## src/rtl/core/pwt_pkg.sv

```systemverilog
// Shared types and constants for the spoke display timing block.
// Holds the command, result and configuration codes; no dependencies.
`timescale 1ns / 1ps
`default_nettype none

package pwt_pkg;

	// Command codes produced by the front end
	typedef enum logic [1:0] {
		OP_TICK  = 2'd0,
		OP_HALL  = 2'd1,
		OP_PIXEL = 2'd2,
		OP_PRESS = 2'd3
	} op_t;

	// Event kinds reported with each result
	localparam logic [1:0] KIND_NONE  = 2'd0;
	localparam logic [1:0] KIND_REV   = 2'd1;
	localparam logic [1:0] KIND_BLANK = 2'd2;
	localparam logic [1:0] KIND_FETCH = 2'd3;

	// Configuration register indexes
	localparam logic [2:0] CFG_ROTATION_OFFSET = 3'd0;
	localparam logic [2:0] CFG_MIRROR_ENABLE   = 3'd1;
	localparam logic [2:0] CFG_ANIM_HOLD       = 3'd2;
	localparam logic [2:0] CFG_HALL_DEBOUNCE   = 3'd3;
	localparam logic [2:0] CFG_STANDBY_LIMIT   = 3'd4;

	localparam int CFG_IDX_W  = 3;
	localparam int CFG_DATA_W = 16;

	// Configuration reset values
	localparam logic [7:0]  ANIM_HOLD_RST     = 8'd6;
	localparam logic [7:0]  HALL_DEBOUNCE_RST = 8'd4;
	localparam logic [15:0] STANDBY_LIMIT_RST = 16'd560;

	// Counter limits and address constants
	localparam logic [7:0]  HALL_MAX   = 8'hff;
	localparam logic [15:0] LAP_MAX    = 16'hffff;
	localparam logic [15:0] LAP_LOW    = 16'h0003;
	localparam logic [15:0] LAP_HIGH   = 16'h00ff;
	localparam logic [15:0] FRAME_STEP = 16'd1024;
	localparam logic [10:0] COL_SPAN   = 11'd1024;
	localparam logic [9:0]  COL_STEP   = 10'd4;

	// Classified command passed from front end to back end
	typedef struct packed {
		op_t        op;
		logic [7:0] sub_tick;
	} cmd_t;

endpackage

`default_nettype wire

```

## src/rtl/core/pwt_if.sv

```systemverilog
// Valid/ready channel interfaces for input items and result items.
// Standalone; no package dependency.
`timescale 1ns / 1ps
`default_nettype none

interface pwt_in_if;
	logic       valid;
	logic       ready;
	logic [1:0] mode;
	logic [7:0] sub_tick;

	modport source (output valid, output mode, output sub_tick, input ready);
	modport sink (input valid, input mode, input sub_tick, output ready);
endinterface

interface pwt_out_if;
	logic        valid;
	logic        ready;
	logic [1:0]  event_kind;
	logic [15:0] pixel_period;
	logic [15:0] front_addr;
	logic [15:0] back_addr;
	logic        back_valid;
	logic        timer_running;
	logic        sleep_request;

	modport source (output valid, output event_kind, output pixel_period, output front_addr,
		output back_addr, output back_valid, output timer_running, output sleep_request,
		input ready);
	modport sink (input valid, input event_kind, input pixel_period, input front_addr,
		input back_addr, input back_valid, input timer_running, input sleep_request,
		output ready);
endinterface

`default_nettype wire

```

## src/rtl/core/pov_wheel_pixel_timing_top.sv

```systemverilog
// Spoke display timing top level: front end, command queue, back end.
// A result passes the front-end register, the command queue and the result register.
// Throughput: one transaction per cycle unless results stall; set by back-end update.
// Every transaction yields exactly one result transaction.
// Reset (arst_n low, asynchronous) clears all counters and restores register defaults.
// Depends on pwt_pkg, pwt_if, pwt_front, pwt_queue and pwt_back.
`timescale 1ns / 1ps
`default_nettype none

module pov_wheel_pixel_timing_top
	import pwt_pkg::*;
#(
	parameter int PIXELS_PER_REV = 256
) (
	input  wire logic                  clk,
	input  wire logic                  arst_n,
	pwt_in_if.sink                     items,
	pwt_out_if.source                  results,
	input  wire logic                  cfg_we,
	input  wire logic [CFG_IDX_W-1:0]  cfg_index,
	input  wire logic [CFG_DATA_W-1:0] cfg_data
);

	cmd_t fe_cmd;
	logic fe_valid;
	logic fe_ready;
	cmd_t be_cmd;
	logic be_valid;
	logic be_ready;

	pwt_front u_front (
		.clk       (clk),
		.arst_n    (arst_n),
		.items     (items),
		.cmd       (fe_cmd),
		.cmd_valid (fe_valid),
		.cmd_ready (fe_ready)
	);

	pwt_queue u_queue (
		.clk        (clk),
		.arst_n     (arst_n),
		.push_cmd   (fe_cmd),
		.push_valid (fe_valid),
		.push_ready (fe_ready),
		.pop_cmd    (be_cmd),
		.pop_valid  (be_valid),
		.pop_ready  (be_ready)
	);

	pwt_back #(
		.PIXELS_PER_REV (PIXELS_PER_REV)
	) u_back (
		.clk       (clk),
		.arst_n    (arst_n),
		.cmd       (be_cmd),
		.cmd_valid (be_valid),
		.cmd_ready (be_ready),
		.cfg_we    (cfg_we),
		.cfg_index (cfg_index),
		.cfg_data  (cfg_data),
		.results   (results)
	);

endmodule

`default_nettype wire

```

## src/rtl/core/pwt_front.sv

```systemverilog
// Front end: accepts input transactions and classifies them into commands.
// Depends on pwt_pkg and pwt_in_if.
`timescale 1ns / 1ps
`default_nettype none

module pwt_front
	import pwt_pkg::*;
(
	input  wire logic clk,
	input  wire logic arst_n,
	pwt_in_if.sink    items,
	output cmd_t      cmd,
	output logic      cmd_valid,
	input  wire logic cmd_ready
);

	logic valid_s1;
	cmd_t cmd_s1;
	logic take;

	// Accept when the stage is empty or drains this cycle
	assign items.ready = !valid_s1 || cmd_ready;
	assign take        = items.valid && items.ready;

	// Hold the classified command until the queue takes it
	always_ff @(posedge clk or negedge arst_n) begin
		if (!arst_n) begin
			valid_s1 <= 1'b0;
		end else if (items.ready) begin
			valid_s1 <= items.valid;
		end
	end

	always_ff @(posedge clk) begin
		if (take) begin
			cmd_s1.op       <= op_t'(items.mode);
			cmd_s1.sub_tick <= items.sub_tick;
		end
	end

	assign cmd       = cmd_s1;
	assign cmd_valid = valid_s1;

endmodule

`default_nettype wire

```

## src/rtl/core/pwt_queue.sv

```systemverilog
// Two-entry command queue between front end and back end.
// Depends on pwt_pkg for the command type.
`timescale 1ns / 1ps
`default_nettype none

module pwt_queue
	import pwt_pkg::*;
(
	input  wire logic clk,
	input  wire logic arst_n,
	input  wire cmd_t push_cmd,
	input  wire logic push_valid,
	output logic      push_ready,
	output cmd_t      pop_cmd,
	output logic      pop_valid,
	input  wire logic pop_ready
);

	localparam int DEPTH = 2;
	localparam int PTR_W = $clog2(DEPTH);
	localparam int CNT_W = $clog2(DEPTH + 1);

	cmd_t             mem_q [DEPTH];
	logic [PTR_W-1:0] wr_ptr_q;
	logic [PTR_W-1:0] rd_ptr_q;
	logic [CNT_W-1:0] count_q;
	logic             do_push;
	logic             do_pop;

	assign push_ready = (count_q != CNT_W'(DEPTH));
	assign pop_valid  = (count_q != '0);
	assign pop_cmd    = mem_q[rd_ptr_q];
	assign do_push    = push_valid && push_ready;
	assign do_pop     = pop_valid && pop_ready;

	// Advance pointers and occupancy
	always_ff @(posedge clk or negedge arst_n) begin
		if (!arst_n) begin
			wr_ptr_q <= '0;
			rd_ptr_q <= '0;
			count_q  <= '0;
		end else begin
			if (do_push) begin
				wr_ptr_q <= (wr_ptr_q == PTR_W'(DEPTH - 1)) ? '0 : wr_ptr_q + 1'b1;
			end
			if (do_pop) begin
				rd_ptr_q <= (rd_ptr_q == PTR_W'(DEPTH - 1)) ? '0 : rd_ptr_q + 1'b1;
			end
			if (do_push && !do_pop) begin
				count_q <= count_q + 1'b1;
			end else if (do_pop && !do_push) begin
				count_q <= count_q - 1'b1;
			end
		end
	end

	// Store entries
	always_ff @(posedge clk) begin
		if (do_push) begin
			mem_q[wr_ptr_q] <= push_cmd;
		end
	end

endmodule

`default_nettype wire

```

## src/rtl/core/pwt_back.sv

```systemverilog
// Back end: configuration registers, wheel timing state and result register.
// Depends on pwt_pkg and pwt_out_if.
`timescale 1ns / 1ps
`default_nettype none

module pwt_back
	import pwt_pkg::*;
#(
	parameter int PIXELS_PER_REV = 256
) (
	input  wire logic                  clk,
	input  wire logic                  arst_n,
	input  wire cmd_t                  cmd,
	input  wire logic                  cmd_valid,
	output logic                       cmd_ready,
	input  wire logic                  cfg_we,
	input  wire logic [CFG_IDX_W-1:0]  cfg_index,
	input  wire logic [CFG_DATA_W-1:0] cfg_data,
	pwt_out_if.source                  results
);

	// Start column of each offset, reduced modulo the pixel count
	function automatic logic [256*8-1:0] mod_table(input int ppr);
		logic [256*8-1:0] t;
		int               r;
		t = '0;
		r = 0;
		for (int i = 0; i < 256; i++) begin
			t[i*8 +: 8] = 8'(r);
			if (r == ppr - 1) begin
				r = 0;
			end else begin
				r = r + 1;
			end
		end
		return t;
	endfunction

	localparam logic [256*8-1:0] MOD_TBL = mod_table(PIXELS_PER_REV);

	// Configuration
	logic [7:0]  rotation_offset_q;
	logic        mirror_enable_q;
	logic [7:0]  anim_hold_q;
	logic [7:0]  hall_debounce_q;
	logic [15:0] standby_limit_q;

	// Timing state
	logic [7:0]  hall_count_q;
	logic [15:0] lap_count_q;
	logic [7:0]  anim_count_q;
	logic [15:0] frame_offset_q;
	logic [9:0]  column_addr_q;
	logic        mirror_latched_q;
	logic        running_q;
	logic [15:0] period_q;

	// Next values
	logic [7:0]  hall_count_d;
	logic [15:0] lap_count_d;
	logic [7:0]  anim_count_d;
	logic [15:0] frame_offset_d;
	logic [9:0]  column_addr_d;
	logic        mirror_latched_d;
	logic        running_d;
	logic [15:0] period_d;
	logic [1:0]  kind_d;
	logic [15:0] pix_period_d;
	logic [15:0] front_d;
	logic [15:0] back_d;
	logic        bvalid_d;

	// Result register
	logic        out_valid_q;
	logic [1:0]  kind_q;
	logic [15:0] pix_period_q;
	logic [15:0] front_q;
	logic [15:0] back_q;
	logic        bvalid_q;
	logic        run_out_q;
	logic        sleep_q;

	logic        step;
	logic [7:0]  start_col;
	logic [10:0] tbl_idx;

	// Take a command whenever the result register is free or drains
	assign cmd_ready = !out_valid_q || results.ready;
	assign step      = cmd_valid && cmd_ready;
	assign tbl_idx   = {rotation_offset_q, 3'b000};
	assign start_col = MOD_TBL[tbl_idx +: 8];

	// Configuration writes
	always_ff @(posedge clk or negedge arst_n) begin
		if (!arst_n) begin
			rotation_offset_q <= '0;
			mirror_enable_q   <= 1'b0;
			anim_hold_q       <= ANIM_HOLD_RST;
			hall_debounce_q   <= HALL_DEBOUNCE_RST;
			standby_limit_q   <= STANDBY_LIMIT_RST;
		end else if (cfg_we) begin
			case (cfg_index)
				CFG_ROTATION_OFFSET: rotation_offset_q <= cfg_data[7:0];
				CFG_MIRROR_ENABLE:   mirror_enable_q   <= cfg_data[0];
				CFG_ANIM_HOLD:       anim_hold_q       <= cfg_data[7:0];
				CFG_HALL_DEBOUNCE:   hall_debounce_q   <= cfg_data[7:0];
				CFG_STANDBY_LIMIT:   standby_limit_q   <= cfg_data;
				default: ;
			endcase
		end
	end

	// Execute one command
	always_comb begin
		hall_count_d     = hall_count_q;
		lap_count_d      = lap_count_q;
		anim_count_d     = anim_count_q;
		frame_offset_d   = frame_offset_q;
		column_addr_d    = column_addr_q;
		mirror_latched_d = mirror_latched_q;
		running_d        = running_q;
		period_d         = period_q;
		kind_d           = KIND_NONE;
		pix_period_d     = '0;
		front_d          = '0;
		back_d           = '0;
		bvalid_d         = 1'b0;
		case (cmd.op)
			OP_TICK: begin
				if (hall_count_q != HALL_MAX) begin
					hall_count_d = hall_count_q + 1'b1;
				end
				if (lap_count_q != LAP_MAX) begin
					lap_count_d = lap_count_q + 1'b1;
				end
			end
			OP_HALL: begin
				hall_count_d = '0;
				if (hall_count_q > hall_debounce_q) begin
					if (anim_count_q != anim_hold_q) begin
						anim_count_d = anim_count_q + 1'b1;
					end else begin
						anim_count_d   = '0;
						frame_offset_d = frame_offset_q + FRAME_STEP;
					end
					if (lap_count_q < LAP_HIGH && lap_count_q > LAP_LOW) begin
						period_d         = {lap_count_q[7:0], cmd.sub_tick};
						pix_period_d     = {lap_count_q[7:0], cmd.sub_tick};
						column_addr_d    = {start_col, 2'b00};
						mirror_latched_d = mirror_enable_q;
						running_d        = 1'b1;
						kind_d           = KIND_REV;
					end else begin
						running_d = 1'b0;
						kind_d    = KIND_BLANK;
					end
					lap_count_d = '0;
				end
			end
			OP_PIXEL: begin
				if (running_q) begin
					if (lap_count_q < standby_limit_q) begin
						front_d  = frame_offset_q + {6'b0, column_addr_q};
						bvalid_d = mirror_latched_q;
						if (mirror_latched_q) begin
							back_d = frame_offset_q + {5'b0, COL_SPAN - {1'b0, column_addr_q}};
						end
						column_addr_d = column_addr_q + COL_STEP;
						kind_d        = KIND_FETCH;
					end else begin
						running_d = 1'b0;
						kind_d    = KIND_BLANK;
					end
				end
			end
			OP_PRESS: begin
				lap_count_d = LAP_MAX;
			end
			default: ;
		endcase
	end

	// Update timing state
	always_ff @(posedge clk or negedge arst_n) begin
		if (!arst_n) begin
			hall_count_q     <= '0;
			lap_count_q      <= '0;
			anim_count_q     <= '0;
			frame_offset_q   <= '0;
			column_addr_q    <= '0;
			mirror_latched_q <= 1'b0;
			running_q        <= 1'b0;
			period_q         <= '0;
		end else if (step) begin
			hall_count_q     <= hall_count_d;
			lap_count_q      <= lap_count_d;
			anim_count_q     <= anim_count_d;
			frame_offset_q   <= frame_offset_d;
			column_addr_q    <= column_addr_d;
			mirror_latched_q <= mirror_latched_d;
			running_q        <= running_d;
			period_q         <= period_d;
		end
	end

	// Result valid flag
	always_ff @(posedge clk or negedge arst_n) begin
		if (!arst_n) begin
			out_valid_q <= 1'b0;
		end else if (cmd_ready) begin
			out_valid_q <= cmd_valid;
		end
	end

	// Result payload
	always_ff @(posedge clk) begin
		if (step) begin
			kind_q       <= kind_d;
			pix_period_q <= pix_period_d;
			front_q      <= front_d;
			back_q       <= back_d;
			bvalid_q     <= bvalid_d;
			run_out_q    <= running_d;
			sleep_q      <= (lap_count_d == LAP_MAX);
		end
	end

	assign results.valid         = out_valid_q;
	assign results.event_kind    = kind_q;
	assign results.pixel_period  = pix_period_q;
	assign results.front_addr    = front_q;
	assign results.back_addr     = back_q;
	assign results.back_valid    = bvalid_q;
	assign results.timer_running = run_out_q;
	assign results.sleep_request = sleep_q;

endmodule

`default_nettype wire
```

## src/flat_wrapper.sv

```systemverilog
// flat-port wrapper written by rule: the top's interface ports become plain ports
module pov_wheel_pixel_timing_top_flat import pwt_pkg::*;
#(
	parameter int PIXELS_PER_REV = 256
)
  (clk, arst_n, cfg_we, cfg_index, cfg_data, items_valid, items_mode, items_sub_tick, items_ready, results_valid, results_event_kind, results_pixel_period, results_front_addr, results_back_addr, results_back_valid, results_timer_running, results_sleep_request, results_ready);
  pwt_in_if items_i ();
  pwt_out_if results_i ();
  input  wire logic clk;
  input  wire logic arst_n;
  input  wire logic cfg_we;
  input  wire logic [CFG_IDX_W-1:0] cfg_index;
  input  wire logic [CFG_DATA_W-1:0] cfg_data;
  input wire logic [$bits(items_i.valid)-1:0] items_valid;
  input wire logic [$bits(items_i.mode)-1:0] items_mode;
  input wire logic [$bits(items_i.sub_tick)-1:0] items_sub_tick;
  output wire logic [$bits(items_i.ready)-1:0] items_ready;
  output wire logic [$bits(results_i.valid)-1:0] results_valid;
  output wire logic [$bits(results_i.event_kind)-1:0] results_event_kind;
  output wire logic [$bits(results_i.pixel_period)-1:0] results_pixel_period;
  output wire logic [$bits(results_i.front_addr)-1:0] results_front_addr;
  output wire logic [$bits(results_i.back_addr)-1:0] results_back_addr;
  output wire logic [$bits(results_i.back_valid)-1:0] results_back_valid;
  output wire logic [$bits(results_i.timer_running)-1:0] results_timer_running;
  output wire logic [$bits(results_i.sleep_request)-1:0] results_sleep_request;
  input wire logic [$bits(results_i.ready)-1:0] results_ready;
  assign items_i.valid = items_valid;
  assign items_i.mode = items_mode;
  assign items_i.sub_tick = items_sub_tick;
  assign items_ready = items_i.ready;
  assign results_valid = results_i.valid;
  assign results_event_kind = results_i.event_kind;
  assign results_pixel_period = results_i.pixel_period;
  assign results_front_addr = results_i.front_addr;
  assign results_back_addr = results_i.back_addr;
  assign results_back_valid = results_i.back_valid;
  assign results_timer_running = results_i.timer_running;
  assign results_sleep_request = results_i.sleep_request;
  assign results_i.ready = results_ready;
  pov_wheel_pixel_timing_top #(.PIXELS_PER_REV(PIXELS_PER_REV)) u_core (.clk(clk), .arst_n(arst_n), .items(items_i), .results(results_i), .cfg_we(cfg_we), .cfg_index(cfg_index), .cfg_data(cfg_data));
endmodule
```

## config.mk

```make
export PLATFORM = sky130hd
export DESIGN_NAME = pov_wheel_pixel_timing_top_flat
export DESIGN_NICKNAME = d
export VERILOG_FILES = /design/src/rtl/core/pwt_pkg.sv /design/src/rtl/core/pwt_if.sv /design/src/rtl/core/pov_wheel_pixel_timing_top.sv /design/src/rtl/core/pwt_front.sv /design/src/rtl/core/pwt_queue.sv /design/src/rtl/core/pwt_back.sv /design/src/flat_wrapper.sv
export SDC_FILE = /design/constraint.sdc
export NUM_CORES = 1
export LEC_CHECK = 0
export BUFFER_PORTS_ARGS = -buffer_cell sky130_fd_sc_hd__buf_2
export CAP_MARGIN = 20
export CORE_MARGIN = 1
export CORE_UTILIZATION = 35
export DETAILED_ROUTE_END_ITERATION = 8
export PLACE_DENSITY_LB_ADDON = 0.05
export SYNTH_ARGS = -nofsm -noshare
export SYNTH_HDL_FRONTEND = slang
export SYNTH_HIERARCHICAL = 1
export SYNTH_SLANG_ARGS = --single-unit
```

## constraint.sdc

```tcl
create_clock -name clk -period 3.2 [get_ports clk]
set_input_delay 0.16 -clock clk [delete_from_list [all_inputs] [get_ports clk]]
set_output_delay 0.16 -clock clk [all_outputs]
set_load 0.05 [all_outputs]
```

After elaboration in Yosys (flattened, before gate mapping)
Memory sizes are Yosys's and may differ from the RTL's.
Index checks and enable logic that the tools add are counted.
{"block": "word_totals", "mem_bits_rw": 20, "in_bits": 34, "mem_count": 1, "wordCells": 120, "output_inout_bits": 55, "register_bits": 170}
{"block": "classes", "bitwise_logic": 1, "n_mux": 27, "eq_ne": 17, "n_reduce_logical": 31, "n_addsub": 12, "shifts": 1, "order_cmp": 4}
{"name": "u_core.u_queue.mem_q", "words": 2, "word_bits": 10, "rd": 1, "rd_clocked_by_memory_dff": 0, "wr": 1, "line_no": "pwt_queue.sv:23", "rtl": "cmd_t mem_q [DEPTH];"}
{"op": "variable part select 2048 x 12 -> 8 bit, first input constant", "n": 1}
{"op": "case mux 16 bit (3 select lines)", "n": 1}
{"op": "two-way mux 10 bit", "n": 4}
{"op": "two-way mux 16 bit", "n": 2}
{"op": "case mux 10 bit (2 select lines)", "n": 1}
{"op": "adder 16 x 1 -> 16 bit, second input constant", "n": 1}
{"op": "adder 16 x 10 -> 16 bit", "n": 1}
{"op": "adder 16 x 11 -> 16 bit", "n": 1}
{"op": "adder 16 x 11 -> 16 bit, second input constant", "n": 1}
{"op": "adder 8 x 1 -> 8 bit, second input constant", "n": 2}
{"op": "equality test 16 bit, second input constant", "n": 1}
{"op": "greater-than comparator 16 x 2 -> 1 bit, second input constant", "n": 1}
{"op": "< comparator 16 bit", "n": 1}
{"op": "< comparator 16 x 8 -> 1 bit, second input constant", "n": 1}
{"op": "two-way mux 8 bit", "n": 2}
{"op": "!= test 16 bit, second input constant", "n": 1}
{"op": "case mux 8 bit (2 select lines)", "n": 1}
{"op": "!= test 2 bit, second input constant", "n": 6}
{"op": "AND reduction 3 bit", "n": 4}
{"op": "AND reduction 4 bit", "n": 3}
{"op": "subtractor 11 x 10 -> 11 bit, first input constant", "n": 1}
{"op": "adder 10 x 3 -> 10 bit, second input constant", "n": 1}
{"op": "two-way mux 2 bit", "n": 5}
{"op": "AND reduction 2 bit", "n": 5}
{"op": "22 further kinds", "n": 45}

Depth between registers and ports, before layout
Gate-level depths: netlist of the first run.
{"block": "logic_depth", "ltp_word": 6, "mapped_depth": 13, "mapped_depth_nobuf": 10}

Hierarchy
Netlist of the first run, hierarchy kept.
{"mod": "pwt_back", "seq_area_each_um2": 3731.1, "area_each_um2": 7726.2, "n_inst": 1, "cells_each": 765}
{"mod": "pwt_queue", "seq_area_each_um2": 700.7, "area_each_um2": 932.1, "n_inst": 1, "cells_each": 49}
{"mod": "pwt_front", "seq_area_each_um2": 325.3, "area_each_um2": 354.1, "n_inst": 1, "cells_each": 14}

Worst setup path before layout of the first run
OpenSTA, ideal clock, no wires.
{"block": "synth_path", "kind": "register to register", "start": "reg u_core.u_back.out_valid_q, in the netlist u_core/u_back/results.valid", "end": "reg u_core.u_back.mirror_latched_q", "stages_incl_launch_ff": 7, "synth_period_minus_slack_ns": 3.199, "arrival_ns": 3.071, "setup_ns": 0.128, "required_ns": 3.072, "n_path_buf": 1, "setup_slack_ns": 0.001, "path_cell_list": "dfrtp_1 nand2b_1 nand2_1 inv_1 clkbuf_1 nand2_1 mux2_1"}
{"block": "synth_via", "elab_chain_cells": 4}
{"element": "start: declaration", "line_no": "pwt_back.sv:74", "rtl": "logic out_valid_q;"}
{"element": "start signal: assignment", "line_no": "pwt_back.sv:211", "rtl": "out_valid_q <= cmd_valid;"}
{"element": "zero test 1 bit", "line_no": "pwt_back.sv:88", "rtl": "assign cmd_ready = !out_valid_q || results.ready;"}
{"element": "logical OR 1 bit", "line_no": "pwt_back.sv:88"}
{"element": "named net u_core.be_ready", "line_no": "pov_wheel_pixel_timing_top.sv:29", "rtl": "logic be_ready;"}
{"element": "logical AND 1 bit", "line_no": "pwt_back.sv:89", "rtl": "assign step = cmd_valid && cmd_ready;"}
{"element": "named net u_core.u_back.step", "line_no": "pwt_back.sv:83", "rtl": "logic step;"}
{"element": "AND reduction 4 bit (no line)"}
{"element": "end signal: assignment", "line_no": "pwt_back.sv:200", "rtl": "mirror_latched_q <= mirror_latched_d;"}
{"element": "end: declaration", "line_no": "pwt_back.sv:54", "rtl": "logic mirror_latched_q;"}
The timed path passes the listed nets, and every way through them passes these cells.
A chain may end at the register's enable or synchronous reset.

==> flow_metrics.tcl, run 1 <==
set metrics [dict create \
    outcome "complete, no violations" \
    synth_cell_types 85 \
    worst-endpoint-arrival_ns 3.07 \
    post_detail_place_hpwl_um 16820 \
    postSynthCellCount 828 \
    synth_xor_area_share_pct 2.624 \
    critPathRequiredTime_ns 3.41 \
    cts-buffers-inserted 17 \
    commonest_cells_after_routing_fill_and_taps_aside "dfrtp_1, buf_2, edfxtp_1" \
    static-leakage-power_uw 0.004493 \
    synthToLayoutAreaGrowth_pct 18.71 \
    summed_negative_setup_slack_over_all_endpoints_ns 0 \
    worst_margin_pin_slew_ns 0.9563 \
    dominant_cell_type_by_area_after_synthesis "edfxtp_1" \
    r2r-start "u_core/u_queue/rd_ptr_q$_DFFE_PN0P_" \
    cts.clk_slew.worst_paths_ns 0.08 \
    tritoncts "built" \
    final-max-slew-violation-count 0 \
    chipHeight_um 162.5 \
    portion_of_the_post_synthesis_area_used_by_sequential_elements_pct 52.78 \
    fin_crit_ns 2.858 \
    ys.warnings.count 6 \
    grt_antenna_before_repair 0 \
    worst_setup_path_endpoint "u_core/u_back/results.sleep_request$_DFFE_PP_" \
    max-vdd-ir-drop_mv 0.5106 \
    numClockSinks 174 \
    cts.root.buffer_cell "clkbuf_16" \
    fin_skew_ns 0.01247 \
    largest_net_degree_at_the_start_of_global_routing 51 \
    holdCritPathClass "in -> reg" \
    drcViolationCount 0 \
    die_width_um 162.5 \
    grt_pass1_wl_um 37490 \
    aggregate_global_route_resource_usage_pct 18.73 \
    cts_htree_levels 4 \
    synth_adder_area_share_pct 5.137 \
    detail_route.wirelength_um 23220 \
    drt-vias-per-instance 5.185 \
    startpoint_kind_of_the_worst_setup_timing_path "register" \
    startpoint "u_core/u_queue/rd_ptr_q$_DFFE_PN0P_" \
    first_global_vias 6821 \
    crit_path_end_kind "register" \
    synthFlopType "dfrtp_1" \
    slew-limit-headroom_pct 36.01 \
    synth.top_cells.by_area "edfxtp_1, dfrtp_1, ha_1" \
    synth_enable_flop_cells 79 \
    mappedNetlistArea_um2 9012 \
    post_dp_cell_area_um2 9936 \
    core_area_um2 25250 \
    synth-async-reset-ratio_pct 54.60 \
    clock_path_buffers 2 \
    crit-reg2reg-capture "u_core/u_back/results.sleep_request$_DFFE_PP_" \
    nNetsFinal 1018 \
    power.density_nw_per_um2 935.6 \
    route.vias.total 6689 \
    synth_top_family_by_area "simple AND/OR/NAND/NOR gates" \
    most_frequent_standard_cell_in_the_layout_excluding_fill_and_tap_cells "dfrtp_1" \
    path_max_fanout 8 \
    synth_compound_area_share_pct 12.88 \
    ant_nets 0 \
    clk-insertion-delay-late_ns 0.44 \
    total_power_uw 10010 \
    timing.reg2reg.worst_path_depth 9 \
    detailedRoute.firstPassIterationCount 5 \
    floorplan.die_area_um2 26390 \
    max_freq_mhz 349.9 \
    setup_viol 0 \
    avgSynthCellArea_um2 10.88 \
    gp_routability_congestion 0.8210 \
    grt.overflow.total 0 \
    min_period_over_period_pct 89.31 \
    fp-row-count 58 \
    drt_iter0_drc 441 \
    synth_largest_type_area_fraction_pct 26.32 \
    multiInputGateArea_um2 3908 \
    synthSimpleGateAreaFrac_pct 17.16 \
    final_layout_size_suffix_gt1_share_pct 23.13 \
    floorplan.initialDensity_pct 35.69 \
    final_cell_area_um2 10700 \
    report.final.hold_viol_count 0 \
    regArea_um2 4757 \
    max_cap_violations 0 \
    insertedDiodeCount 0 \
    ios 89 \
    muxShareOfSynthArea_pct 5.276 \
    wl_per_cell_um 18.00 \
    critPathKind "reg -> reg" \
    setup.reg_to_reg.worst_slack_ns 0.34 \
    buffer_ports.inserted 84 \
    setup_repair_after_global_routing_missed_its_margin "false" \
    ys_ff_latch 174 \
    final.fill_count 2451 \
]
## registers in the layout (all words and copies together), names as in the netlist, 10 cells and up
signal                              flops
u_core/u_back/standby_limit_q          16
u_core/u_back/lap_count_q              16
u_core/u_front/cmd                     10
u_core/u_queue/mem_q                   20
u_core/u_back/results.pixel_period     16
u_core/u_back/results.back_addr        14
u_core/u_back/results.front_addr       14
## cells in the mapped netlist (all sizes together), types with 9 or more instances
library cell,instances
mux2,41
a21o,9
inv,42
nand4,18
nand2,79
and2,33
nor2,48
clkbuf,27
and3,20
nor2b,9
nand2b,11
ha,37
nor3,23
nand3,21
xor2,9
a21oi,29
xnor2,18
dfrtp,89
o21ai,60
buf,16
edfxtp,79
## per-layer routing
layer,global-route usage [%],part of all wire [%],vias to the layer above
met5,0,0,-
met4,6.732,2.0,0
met3,3.259,3.9,29
met2,31.02,48,171
met1,24.50,46,3247
li1,-,-,3242
## through the flow
stage / util [%] / std cells / setup WS (ns) / hold WS (ns)
4_1_cts: 42.35 / 1290 / 0.2712 / 0.002033
3_3_place_gp: 39.34 / 1238 / 0.4400 / 0.1595
2_1_floorplan: - / 831 / 0.001094 / -0.1356
6_report: 42.37 / 1290 / 0.3420 / 0.01146
3_5_place_dp: 39.34 / 1238 / 0.3406 / 0.1646
5_1_grt: 42.37 / 1290 / 0.04222 / 0.02933
## layout make-up
cell class | count | area share, %
clock buffers | 17 | 3.976
clock inverters | 15 | 1.240
inverters | 42 | 1.474
multi-input cells | 572 | 36.52
flip-flops and latches | 174 | 44.46
well taps | 330 | 3.859
repair buffers | 140 | 8.467
## critical path, stage by stage (launching register included)
cell	delay [ns]
dfrtp_1	0.39
mux2_2	0.38
inv_1	0.09
ha_1	0.20
inv_1	0.17
a2111oi_0	0.44
a211o_1	0.21
a22oi_1	0.08
nor2_1	0.26
nor4bb_1	0.41
## where the power goes
part | switching, uW | internal, uW | total (uW)
clock | 1000 | 1030 | 2030
combinational | 2830 | 1500 | 4330
sequential | 557 | 3090 | 3650
## what timing repair did
item | in CTS | in global routing
hold buffers | 20 | 0
endpoints found under the setup margin | 0 | 1
endpoints found under the hold margin | 51 | 0
gates resized for setup | 0 | 2
buffers inserted | 0 | 0
## logic make-up (layout without fill, tap and decap cells)
kind of cell / after synthesis / count (layout)
AO/OA/AOI/OAI: 176 / 176
other: 1 / 4
multiplexers: 42 / 42
XOR/XNOR: 27 / 27
buffers and inverters: 85 / 214
flip-flops: 174 / 174
adder cells (fa/ha/maj): 37 / 37
AND/OR/NAND/NOR: 286 / 286
## how the worst min path moves through the flow
stage | start | end | slack, ns | cells after the start
floorplan | arst_n | u_core/u_back/anim_count_q[0]$_DFFE_PN0P_ | -0.14 | 0
global placement | arst_n | u_core/u_back/lap_count_q[13]$_DFFE_PN0P_ | 0.16 | 1
detailed placement | arst_n | u_core/u_back/lap_count_q[13]$_DFFE_PN0P_ | 0.16 | 1
CTS | cfg_data[5] | u_core/u_back/standby_limit_q[5]$_DFFE_PN1P_ | 0.002 | 3
global route | cfg_data[5] | u_core/u_back/standby_limit_q[5]$_DFFE_PN1P_ | 0.03 | 3
finish | cfg_data[5] | u_core/u_back/standby_limit_q[5]$_DFFE_PN1P_ | 0.01 | 3
No activity file was read; power rests on OpenSTA's default activity.
==> inputs of run 2 (changes only) <==
==> constraint.sdc (replaced) <==
create_clock -name clk -period 3.6 [get_ports clk]
set_input_delay 0.18 -clock clk [delete_from_list [all_inputs] [get_ports clk]]
set_output_delay 0.18 -clock clk [all_outputs]
set_load 0.05 [all_outputs]
==> flow_metrics.tcl, run 2 (synthesis gave the netlist of run 1 again) <==
set metrics [dict create \
    outcome "complete, no violations" \
    setup_viol 0 \
    share_clk_of_total_power_pct 21.1 \
    power.net_switching_uw 3954 \
    registers.top_by_ff_count "u_core/u_queue/mem_q" \
    route.vias.total 6608 \
    drt_iter0_drc 334 \
    ant_nets 0 \
    fin_cells 1283 \
    drcViolationCount 0 \
    fin_util_pct 42.36 \
    ios 89 \
    startpoint_kind_of_the_worst_setup_timing_path "register" \
    summed_negative_setup_slack_over_all_endpoints_ns 0 \
    aggregate_global_route_resource_usage_pct 18.37 \
    final.fill_count 2459 \
    most_frequent_standard_cell_in_the_layout_excluding_fill_and_tap_cells "dfrtp_1" \
    min_period_over_period_pct 85.06 \
    cts.clk_slew.worst_paths_ns 0.08 \
    die_width_um 162.5 \
    worst_margin_pin_slew_ns 0.9756 \
    setup_repair_after_global_routing_missed_its_margin "false" \
    total_instance_count_after_detailed_placement 1230 \
    cts.root.buffer_cell "clkbuf_16" \
    detailedRoute.firstPassIterationCount 5 \
    max-vdd-ir-drop_mv 0.4156 \
    post_cts_buffers 0 \
    buffer_ports.inserted 84 \
    first_global_vias 6702 \
    insertedDiodeCount 0 \
    commonest_cells_after_routing_fill_and_taps_aside "dfrtp_1, buf_2, edfxtp_1" \
    tritoncts "built" \
    post_cts.resized_instances 0 \
    floorplan.initialDensity_pct 35.69 \
    holdCritPathClass "in -> reg" \
    final_cell_area_um2 10700 \
    largest_net_degree_at_the_start_of_global_routing 77 \
    drt-vias-per-instance 5.150 \
    wl_per_cell_um 18.00 \
    fp-row-count 58 \
    fin_skew_ns 0.01469 \
    chipHeight_um 162.5 \
    detail_route.wirelength_um 23100 \
    clk-insertion-delay-late_ns 0.44 \
    power.sequential.fraction_pct 36.1 \
    gp_routability_congestion 0.8480 \
    static-leakage-power_uw 0.004486 \
    numClockSinks 174 \
    clock_path_buffers 2 \
    max_freq_mhz 326.6 \
    critPathRequiredTime_ns 3.84 \
    synthToLayoutAreaGrowth_pct 18.69 \
    cts-buffers-inserted 17 \
    post_dp_cell_area_um2 9863 \
    max_cap_violations 0 \
    floorplan.die_area_um2 26390 \
    post_detail_place_hpwl_um 16570 \
    path_max_fanout 9 \
    grt.overflow.total 0 \
    power.share.switching_pct 44.22 \
    grt_antenna_before_repair 0 \
    critPathKind "reg -> reg" \
    power_report.internal_total_uw 4987 \
    slew-limit-headroom_pct 34.57 \
    cts_htree_levels 4 \
    power.combinational.fraction_pct 42.9 \
    report.final.hold_viol_count 0 \
    total_power_uw 8942 \
    final-max-slew-violation-count 0 \
    fin_crit_ns 3.062 \
    final_layout_size_suffix_gt1_share_pct 22.56 \
    worst-endpoint-arrival_ns 3.30 \
    largest_register_ff_count 20 \
    nNetsFinal 1011 \
    crit_path_end_kind "register" \
    core_area_um2 25250 \
    grt_pass1_wl_um 37150 \
    power.density_nw_per_um2 836.0 \
]
-- run 2: cell count changes in the layout (fill, tap and decap cells not counted), sizes merged --
cell	change
clkinvlp	-1
inv	+3
clkinv	-2
buf	-7
-- run 2: area by class of cell --
type                       count  area, um2  share of cell area (%)
tap                          330      412.9                   3.860
multi-input combinational    572       3902                   36.48
clock inverter                15      180.2                   1.684
sequential                   174       4757                   44.47
clock buffer                  17      425.4                   3.977
inverter                      42      157.7                   1.474
timing repair buffer         133      860.8                   8.048
-- run 2: critical path: stages, from the launching register on --
cell and delay [ns]:
dfrtp_1 0.44, ha_1 0.31, nor2b_1 0.14, o211ai_1 0.19, a21oi_1 0.15, o31ai_2 0.80
a221oi_1 0.29, nor4_1 0.31, nor4bb_1 0.25
-- run 2: path summary, 6_finish.rpt --
path | startpoint | to | slack (ns) | depth (start not counted)
setup / recovery | u_core/u_back/hall_count_q[1]$_DFFE_PN0P_ | u_core/u_back/results.sleep_request$_DFFE_PP_ | 0.54 | 8
hold / removal | cfg_data[4] | u_core/u_back/standby_limit_q[4]$_DFFE_PN1P_ | 0.05 | 3
setup reg to reg | u_core/u_back/hall_count_q[1]$_DFFE_PN0P_ | u_core/u_back/results.sleep_request$_DFFE_PP_ | 0.54 | 8
hold reg to reg | u_core/u_front/cmd[1]$_DFFE_PP_ | u_core/u_queue/mem_q[1][1]$_DFFE_PP_ | 0.45 | 0
max in group asynchronous | arst_n | u_core/u_back/anim_hold_q[2]$_DFFE_PN1P_ | 2.50 | 4
min in group asynchronous | arst_n | u_core/u_back/lap_count_q[4]$_DFFE_PN0P_ | 0.13 | 2
-- run 2: what timing repair did --
item / CTS / global route
endpoints found under the hold margin: 68 / 0
hold buffers: 20 / 0
endpoints found under the setup margin: 0 / 0
-- run 2: routing by layer --
layer | vias up | routed length (um) | track usage, %
met5 | - | 0 | 0
met1 | 3194 | 10610 | 23.84
met2 | 156 | 11260 | 31.08
met3 | 35 | 800 | 2.928
li1 | 3223 | - | -
met4 | 0 | 423 | 6.089
-- run 2: through the flow --
| stage | setup slack (ns) | hold slack (ns) |
|---|---|---|
| detailed placement | 0.6115 | 0.3581 |
| floorplan | 0.4011 | -0.1156 |
| finish | 0.5380 | 0.04610 |
| global route | 0.2415 | 0.06005 |
| global placement | 0.5549 | 0.3560 |
| CTS | 0.5158 | 0.03847 |
-- run 2: power by group through the flow --
| stage | Clock, uW | Sequential [uW] | Combinational [uW] |
|---|---|---|---|
| 5_1_grt | 2020 | 3310 | 4200 |
| 4_1_cts | 1950 | 3230 | 3860 |
| 2_1_floorplan | 0 | 3730 | 2210 |
| 3_3_place_gp | 0 | 3260 | 3810 |
| 3_5_place_dp | 0 | 3270 | 3820 |
| 6_report | 1880 | 3220 | 3830 |
==> inputs of run 3 (changes only) <==
--- a/config.mk
+++ b/config.mk
@@ -5,6 +5,7 @@
 export SDC_FILE = /design/constraint.sdc
 export NUM_CORES = 1
 export LEC_CHECK = 0
+export ABC_AREA = 1
 export BUFFER_PORTS_ARGS = -buffer_cell sky130_fd_sc_hd__buf_2
 export CAP_MARGIN = 20
 export CORE_MARGIN = 1
==> flow_metrics.tcl, run 3 <==
set metrics [dict create \
    largest_net_degree_at_the_start_of_global_routing 43 \
    ys.warnings.count 6 \
    floorplan.die_area_um2 26300 \
    setup.reg_to_reg.worst_slack_ns 0.79 \
    buffer_ports.inserted 84 \
    synth.top_cells.by_area "edfxtp_1, dfrtp_1, nand2_1" \
    commonest_cells_after_routing_fill_and_taps_aside "nand2_1, inv_1, nor2_1" \
    grt_pass1_wl_um 34850 \
    gp_routability_congestion 0.8357 \
    avgSynthCellArea_um2 8.979 \
    final.hold.worst_slack_ns 0.05290 \
    holdCritPathClass "in -> reg" \
    report.final.hold_viol_count 0 \
    clk-insertion-delay-late_ns 0.43 \
    synth-async-reset-ratio_pct 54.60 \
    fp-row-count 58 \
    aggregate_global_route_resource_usage_pct 17.13 \
    fin_crit_ns 2.814 \
    power.sequential.fraction_pct 36.1 \
    post_cts_hold_buffer_count 20 \
    final_layout_size_suffix_gt1_share_pct 15.61 \
    synth_enable_flop_cells 79 \
    static-leakage-power_uw 0.005047 \
    cts-buffers-inserted 17 \
    synthFlopType "dfrtp_1" \
    synth_common_cells "nand2_1, inv_1, nor2_1" \
    dominant_cell_type_by_area_after_synthesis "edfxtp_1" \
    hold_path_cell_cnt 4 \
    min_period_over_period_pct 78.18 \
    power.share.switching_pct 46.59 \
    wl_per_cell_um 14.53 \
    startpoint_kind_of_the_worst_setup_timing_path "register" \
    final-max-slew-violation-count 0 \
    numClockSinks 174 \
    worst-endpoint-arrival_ns 3.16 \
    synth_cell_types 52 \
    ys_ff_latch 174 \
    power_report.internal_total_uw 4936 \
    portion_of_the_post_synthesis_area_used_by_sequential_elements_pct 52.98 \
    grt_antenna_before_repair 0 \
    crit_path_end_kind "register" \
    worst_hold_startpoint "results_ready" \
    die_width_um 162.2 \
    route.vias.total 6711 \
    mappedNetlistArea_um2 8979 \
    cts_htree_levels 4 \
    detailedRoute.firstPassIterationCount 4 \
    critPathRequiredTime_ns 3.95 \
    chipHeight_um 162.2 \
    ios 89 \
    yosys.cell_count.top_type "nand2_1" \
    summed_negative_setup_slack_over_all_endpoints_ns 0 \
    outcome "complete, no violations" \
    tritoncts "built" \
    post_cts.resized_instances 0 \
    clock_path_buffers 2 \
    total_power_uw 9243 \
    share_clk_of_total_power_pct 19.6 \
    drt_iter0_drc 348 \
    min_to "u_core/u_back/results.valid$_DFFE_PN0N_" \
    cts.clk_slew.worst_paths_ns 0.07 \
    drcViolationCount 0 \
    crit-reg2reg-capture "u_core/u_back/hall_count_q[7]$_DFFE_PN0P_" \
    most_frequent_standard_cell_in_the_layout_excluding_fill_and_tap_cells "nand2_1" \
    first_global_vias 6546 \
    slew-limit-headroom_pct 36.78 \
    registers.top_by_ff_count "u_core/u_queue/mem_q" \
    max_freq_mhz 355.3 \
    insertedDiodeCount 0 \
    critPathKind "reg -> reg" \
    setup_repair_after_global_routing_missed_its_margin "false" \
    floorplan.initialDensity_pct 35.66 \
    path_max_fanout 12 \
    ant_nets 0 \
    cts.root.buffer_cell "clkbuf_16" \
    core_area_um2 25180 \
    post_detail_place_hpwl_um 14940 \
    power.combinational.fraction_pct 44.3 \
    nNetsFinal 1179 \
    max-vdd-ir-drop_mv 0.3542 \
    fin_skew_ns 0.01287 \
    grt.overflow.total 0 \
    detail_route.wirelength_um 21080 \
    synth_largest_type_area_fraction_pct 26.42 \
    power.net_switching_uw 4306 \
    final.fill_count 2563 \
    synthToLayoutAreaGrowth_pct 17.49 \
    worst_margin_pin_slew_ns 0.9448 \
    r2r-start "u_core/u_queue/rd_ptr_q$_DFFE_PN0P_" \
    drt-vias-per-instance 4.625 \
    largest_register_ff_count 20 \
    timing.reg2reg.worst_path_depth 13 \
    power.density_nw_per_um2 876.2 \
    max_cap_violations 0 \
    postSynthCellCount 1000 \
    setup_viol 0 \
    post_cts_buffers 0 \
]
==> run 3: worst max-delay path by stage <==
stage                                             from                                                end  slack (ns)  cells after the start
2_1_floorplan  u_core/u_back/results.valid$_DFFE_PN0N_  u_core/u_back/results.back_addr[10]$_SDFFCE_PN0P_        0.53                      5
3_3_place_gp       u_core/u_queue/rd_ptr_q$_DFFE_PN0P_          u_core/u_back/anim_count_q[4]$_DFFE_PN0P_        0.85                     11
3_5_place_dp       u_core/u_queue/rd_ptr_q$_DFFE_PN0P_          u_core/u_back/anim_count_q[4]$_DFFE_PN0P_        0.71                     11
4_1_cts            u_core/u_queue/rd_ptr_q$_DFFE_PN0P_          u_core/u_back/hall_count_q[7]$_DFFE_PN0P_        0.72                     13
5_1_grt            u_core/u_queue/rd_ptr_q$_DFFE_PN0P_          u_core/u_back/hall_count_q[7]$_DFFE_PN0P_        0.37                     12
6_report           u_core/u_queue/rd_ptr_q$_DFFE_PN0P_          u_core/u_back/hall_count_q[7]$_DFFE_PN0P_        0.79                     13
==> run 3: power by group through the flow <==
stage	clock [uW]	sequential, uW	combinational (uW)
5_1_grt	1940	3440	4600
4_1_cts	1870	3360	4140
3_3_place_gp	0	3400	4100
3_5_place_dp	0	3390	4110
6_report	1810	3340	4090
2_1_floorplan	0	4120	2300
==> run 3: cell type report <==
| cell class | count | area [um2] | share of cell area (%) |
|---|---|---|---|
| Sequential cell | 174 | 4757 | 45.10 |
| Multi-Input combinational cell | 664 | 3576 | 33.90 |
| Timing Repair Buffer | 117 | 728.2 | 6.903 |
| Inverter | 134 | 503.0 | 4.768 |
| Clock buffer | 17 | 425.4 | 4.033 |
| Tap cell | 330 | 412.9 | 3.914 |
| Clock inverter | 15 | 146.4 | 1.388 |
==> run 3: per-layer routing <==
layer / GRT usage [%] / vias up / routed length (um)
met5: 0 / - / 0
met4: 4.803 / 0 / 167
met3: 2.732 / 8 / 525
met2: 27.76 / 88 / 9914
met1: 23.64 / 3137 / 10470
li1: - / 3478 / -
==> run 3: worst max-delay path, cell delays in order (launching register included) <==
cell     delay (ns)
dfrtp_1        0.59
inv_1          0.31
nand2_1        0.12
nand2_1        0.10
inv_1          0.09
ha_1           0.38
inv_1          0.20
a21oi_2        0.30
nand2_1        0.12
nor2_1         0.18
nand2_1        0.09
inv_1          0.08
a21oi_1        0.06
nor3_1         0.13
==> run 3: cell families (layout without fill, tap and decap cells) <==
family          count (synthesis)  count (layout)  share of synthesized area (%)
other cells                     1               4                        0.04177
simple gates                  467             467                          24.04
fa+ha+maj                      37              37                          5.156
buf+inv                       165             283                          7.316
flops                         174             174                          52.98
mux                             4               4                         0.4459
compound gates                125             125                          7.302
xor+xnor                       27              27                          2.717
==> run 3: through the flow <==
step	instance area, um2	setup slack (ns)	std cells	utilization (%)
finish	10550	0.7855	1451	41.89
global route	10550	0.3665	1451	41.89
CTS	10530	0.7204	1449	41.80
detailed placement	9754	0.7139	1397	38.74
global placement	9754	0.8545	1397	38.74
floorplan	8990	0.5280	1003	-
